`config.mk`:
```
export PLATFORM = sky130hd
export DESIGN_NAME = mchull_turn
export DESIGN_NICKNAME = d
export VERILOG_FILES = /design/src/mchull_pkg.sv /design/src/mchull_turn.sv
export SDC_FILE = /design/constraint.sdc
export NUM_CORES = 2
export LEC_CHECK = 0
export BUFFER_PORTS_ARGS = -buffer_cell sky130_fd_sc_hd__buf_4
export CAP_MARGIN = 15
export CORE_MARGIN = 1
export CORE_UTILIZATION = 60
export DETAILED_ROUTE_END_ITERATION = 16
export PLACE_DENSITY = 0.78
export SLEW_MARGIN = 5
export SYNTH_ARGS = -nofsm -noshare
export SYNTH_HDL_FRONTEND = slang
export SYNTH_SLANG_ARGS = --single-unit
export TNS_END_PERCENT = 5
```
`constraint.sdc`:
```
create_clock -name clk_i -period 9.53 [get_ports clk_i]
set_input_delay 0.4765 -clock clk_i [delete_from_list [all_inputs] [get_ports clk_i]]
set_output_delay 0.4765 -clock clk_i [all_outputs]
set_load 0.05 [all_outputs]
```
`src/mchull_pkg.sv`:
```
package mchull_pkg;

  localparam int MaxPoints  = 64;
  localparam int CoordBits  = 16;
  localparam int StackDepth = 2 * MaxPoints;
  localparam int PtrW       = $clog2(MaxPoints);
  localparam int CntW       = $clog2(MaxPoints + 1);
  localparam int SpW        = $clog2(StackDepth + 1);
  localparam int SaW        = $clog2(StackDepth);

  localparam logic       OpAdd  = 1'b0;
  localparam logic       OpRead = 1'b1;

  localparam logic [2:0] StOk       = 3'd0;
  localparam logic [2:0] StNoHull   = 3'd1;
  localparam logic [2:0] StRange    = 3'd2;
  localparam logic [2:0] StOverflow = 3'd3;
  localparam logic [2:0] StFew      = 3'd4;

  typedef struct packed {
    logic               opcode;
    logic signed [15:0] point_x;
    logic signed [15:0] point_y;
    logic               final_point;
    logic [6:0]         vertex_index;
  } cmd_t;

  typedef struct packed {
    logic [2:0]         status;
    logic [6:0]         upper_count;
    logic [6:0]         vertex_count;
    logic signed [15:0] vertex_x;
    logic signed [15:0] vertex_y;
  } rsp_t;

  typedef struct packed {
    logic signed [CoordBits-1:0] x;
    logic signed [CoordBits-1:0] y;
  } pt_t;

endpackage

```
`src/mchull_turn.sv`:
```
// Registered strict right-turn test a -> b -> c: two-stage (products, then compare).
module mchull_turn (
  input  logic                clk_i,
  input  mchull_pkg::pt_t     a_i,
  input  mchull_pkg::pt_t     b_i,
  input  mchull_pkg::pt_t     c_i,
  output logic                right_o
);
  localparam int DW = mchull_pkg::CoordBits + 1;

  logic signed [DW-1:0]   dy1, dy2, dx1, dx2;
  logic signed [2*DW-1:0] p1_q, p2_q;

  assign dy1 = DW'(b_i.y) - DW'(a_i.y);
  assign dy2 = DW'(c_i.y) - DW'(b_i.y);
  assign dx1 = DW'(b_i.x) - DW'(a_i.x);
  assign dx2 = DW'(c_i.x) - DW'(b_i.x);

  // products registered, compared next cycle
  always_ff @(posedge clk_i) begin
    p1_q <= dy1 * dx2;
    p2_q <= dy2 * dx1;
  end

  assign right_o = p1_q > p2_q;
endmodule
```
# [Word level (Yosys, flattened, before mapping)]
# Index checks and enable logic that the tools add are counted.
[classes] addsub=4 mul=2 magnitude_cmp=1
[op_table] cell="$mul A17 B17 Y34" count=2
[op_table] cell="$sub A16 B16 Y17" count=4
[op_table] cell="$gt A34 B34 Y1" count=1
[word_totals] reg_bits=68 inputBits=97 output_inout_bits=1

# [Longest topological paths before layout]
[logic_depth] word_depth=2 mapped_depth=37 ltp_nobuf=35

# [Worst setup path before layout]
# Ideal clock, no wire load.
[synth_timing] path_kind="in2reg" start="input port c_i[0] in the netlist's numbering" end="register p2_q[33]" arrival_time_ns=7.922 slack_ns=1.535 stages=34 n_path_buf=1 cell_sequence="inv_1 ha_1 inv_1 fa_1 a21o_1 a21oi_2 o21ai_2 a31oi_4 a21oi_1 a21oi_1 xnor2_1 clkbuf_1 nand2_1 fa_1 inv_1 fa_1 inv_1 fa_1 inv_1 fa_1 fa_1 inv_1 fa_1 inv_1 ha_1 a21oi_2 a21oi_1 or3_1 o211ai_2 a31oi_2 a2111oi_2 o21bai_1 a21oi_1 xnor2_1"
[synth_between] elab_chain_cells=2
[synth_lines] item="start, declared" line="mchull_turn.sv:6" source="input mchull_pkg::pt_t c_i,"
[synth_lines] item="$sub A16 B16 Y17" line="mchull_turn.sv:15" source="assign dy2 = DW'(c_i.y) - DW'(b_i.y);"
[synth_lines] item="$mul A17 B17 Y34" line="mchull_turn.sv:22" source="p2_q <= dy2 * dx1;"
[synth_lines] item="end signal, assigned" line="mchull_turn.sv:22"
[synth_lines] item="end, declared" line="mchull_turn.sv:12" source="logic signed [2*DW-1:0] p1_q, p2_q;"
# Every way passes these cells.

# [Worst setup path after layout]
[layout_timing] start="input port c_i[0] in the netlist's numbering" end="register p2_q[30]"
# The elaborated chain is that of the path after synthesis.

==> summary.md <==
| Metric | Value |
|---|---|
| Accumulated negative setup slack | `0 ps` |
| Final count of pins violating max slew | `0` |
| Fill cell total of the finished layout | `3578` |
| Synth Cell Area | `26540 µm²` |
| Worst path required time | `approximately 9700 ps` |
| Die area | `~45000 µm²` |
| Clk pin slew, worst setup/hold paths | `50 ps` |
| Antenna violations before repair | `0` |
| Count of input and output buffers | `97` |
| Endpoints failing setup | `0` |
| Vertical die dimension | `212.3 µm` |
| Cell repeated most along the worst path | `fa_1` |
| Clock Path Buffers | `2` |
| Routed WL per cell | `18.84 µm` |
| Hold path startpoint | `a_i[16]` |
| Area taken by multi-input logic gates | `22180 µm²` |
| Effective utilization at floorplan | `61.20%` |
| Worst slack, placed | `421.3 ps` |
| Syn_area_per_cell | `8.882 µm²` |
| Worst Path Class, Setup | `in -> reg` |
| Die width | `212.3 µm` |
| Post_cts resized | `0` |
| Endpoint kind of the worst setup timing path | `flop` |
| Clk sinks | `68` |
| Number of nets with antenna violations after routing | `0` |
| Area growth from synthesis to layout | `7.685%` |
| Max cap viols | `0` |
| H-tree depth reported by CTS | `3` |
| HPWL after DPL | `60.51 mm` |
| Warning count from the yosys run | `0` |
| Synth cell types | `69` |
| Number of standard cells after synthesis | `2988` |
| Vias in the first global route | `22430` |
| Total Nets Final | `4072` |
| Maximum single-stage delay on the critical path | `800 ps` |
| TritonCTS clock tree | `yes` |
| Hold violation total from the final report | `0` |
| Via-to-Cell Ratio | `around 5.6` |
| Arrival time at the worst endpoint | `9140 ps` |
| IO Pins | `98` |
| Max stage delay cell, worst path | `fa_1` |
| Wire length of the first global-routing pass | `around 110 mm` |
| Worst hold path type | `in -> reg` |
| Net count of the mapped netlist | `3949` |
| Total global routing overflow | `0` |
| Setup slack of the critical path after layout | `607.2 ps` |
| Top_reg_cell synth | `dfxtp_1` |
| Largest net degree at the start of global routing | `19` |
| # diodes | `0` |
| Number of storage elements in the synthesis netlist | `68` |
| Number of cell rows | `76` |
| Fraction of layout cells with a size suffix above 1 | `7.196%` |
| Result of the run | `finished clean` |
| Post-CTS setup buffer count | `0` |
| Number of vias in the routed layout | `between 20000 and 25000` |
| Actual slew at the worst max-slew pin | `1171 ps` |
| Seq/Total Area, Yosys | `5.129%` |
| DR pass1 iterations | `6` |
| End of the critical path | `p2_q[30]` |
| Area of the core | `43360 µm²` |
| Final period util | `93.63%` |
| Largest fanout on the critical path | `13` |
| Worst slew margin | `21.39%` |
| Overall track demand over capacity in global routing | `33.13%` |
| Maximum clock frequency | `0.1121 GHz` |
| Clock tree root buffer cell | `clkbuf_16` |
| Commonest non-fill, non-tap cells in the layout | `inv_1, fa_1, nand2_1` |
| Minimum clock period after layout | `8923 ps` |
| Post-synth EDFFs | `0` |
| Drt first-iter violations | `1445` |
| Most frequent standard cell in the layout excluding fill and tap cells | `inv_1` |
| CTS Buf Count | `9` |
| CP Launch Type | `input pin` |
| Worst setup path startpoint | `c_i[0]` |
| DR DRC count | `0` |
| Proportion of synthesized flip-flops having asynchronous set or reset | `0%` |
| Weighted congestion reported at the end of routability-driven placement | `0.9486` |
| Hold_buf cts | `0` |
| Seq. cell area | `1361 µm²` |
| Unrepaired setup endpoints after global routing | `no` |
| Total detailed-routing wirelength | `69.66 mm` |
[area by class of cell]
class	count	share of cell area (%)
Multi-Input combinational cell	2126	77.60
Timing Repair Buffer	171	4.492
Inverter	735	9.654
Clock buffer	11	0.8844
Clock inverter	2	0.04378
Sequential cell	68	4.763
Tap cell	585	2.561
[layer usage]
layer | part of all wire, % | vias to the layer above | GRT usage [%]
li1 | - | 9196 | -
met1 | 39 | 10390 | 42.94
met2 | 48 | 881 | 54.79
met3 | 8.1 | 187 | 5.421
met4 | 5.1 | 0 | 15.06
met5 | 0 | - | 0
[kinds of logic (layout without fill, tap and decap cells)]
group	count (synthesis)	after routing	synth area share (%)
compound gates	293	293	7.308
xor+xnor	150	150	5.120
fa+ha+maj	864	864	57.59
buf+inv	794	919	11.33
flops	68	68	5.129
mux	1	1	0.03772
simple gates	818	818	13.48
[synth_stat cells (all sizes together), types with 11 or more instances]
library cell	number	area, µm²
xor2	41	366.6
and2	33	206.5
nand2	342	1284
nand3	17	85.08
ha	268	3353
nor2b	47	294.0
xnor2	109	992.2
or3	11	68.82
nor2	263	987.2
or2	16	100.1
a21o	41	307.8
inv	735	2759
nor3	20	110.1
nand2b	37	231.5
fa	596	11930
a21oi	102	529.3
nand4	12	75.07
o21a	16	120.1
dfxtp	68	1361
o21bai	11	82.58
a211oi	15	117.6
clkbuf	41	153.9
o21ai	51	262.8
buf	18	95.09
[flip-flops by register name, indices dropped and copies added (netlist names)]
| register | cells |
|---|---|
| p2_q | 34 |
| p1_q | 34 |
[worst min path at each step]
stage                   end  slack (ps)  depth (start not counted)
finish              p2_q[0]         750                          4
global route        p2_q[0]         750                          4
CTS                 p2_q[0]         740                          4
detailed placement  p2_q[0]        1080                          4
global placement    p2_q[0]        1070                          4
floorplan           p1_q[0]         810                          2
[critical path, delay by kind of cell]
family / cells / cell delay, ps
buffers and inverters: 4 / 340
and+or+nand+nor: 5 / 960
adders and majority gates: 9 / 4360
xor gates and xnor gates: 1 / 130
AOI/OAI and AO/OA: 11 / 2870
[metrics by stage]
| stage | instances | area (µm²) | utilization [%] | hold slack [ps] |
|---|---|---|---|---|
| after floorplan | 2988 | 26540 | - | 808.9 |
| after global placement | 3683 | 28300 | 65.26 | 1067 |
| after detailed placement | 3683 | 28300 | 65.26 | 1081 |
| after CTS | 3696 | 28560 | 65.87 | 737.9 |
| after global routing | 3698 | 28580 | 65.91 | 750.7 |
| final | 3698 | 28580 | 65.91 | 754.0 |
Power is left out: the tool's default activity adds up to more than one toggle a clock period on the data nets, which glitch-free logic cannot reach.
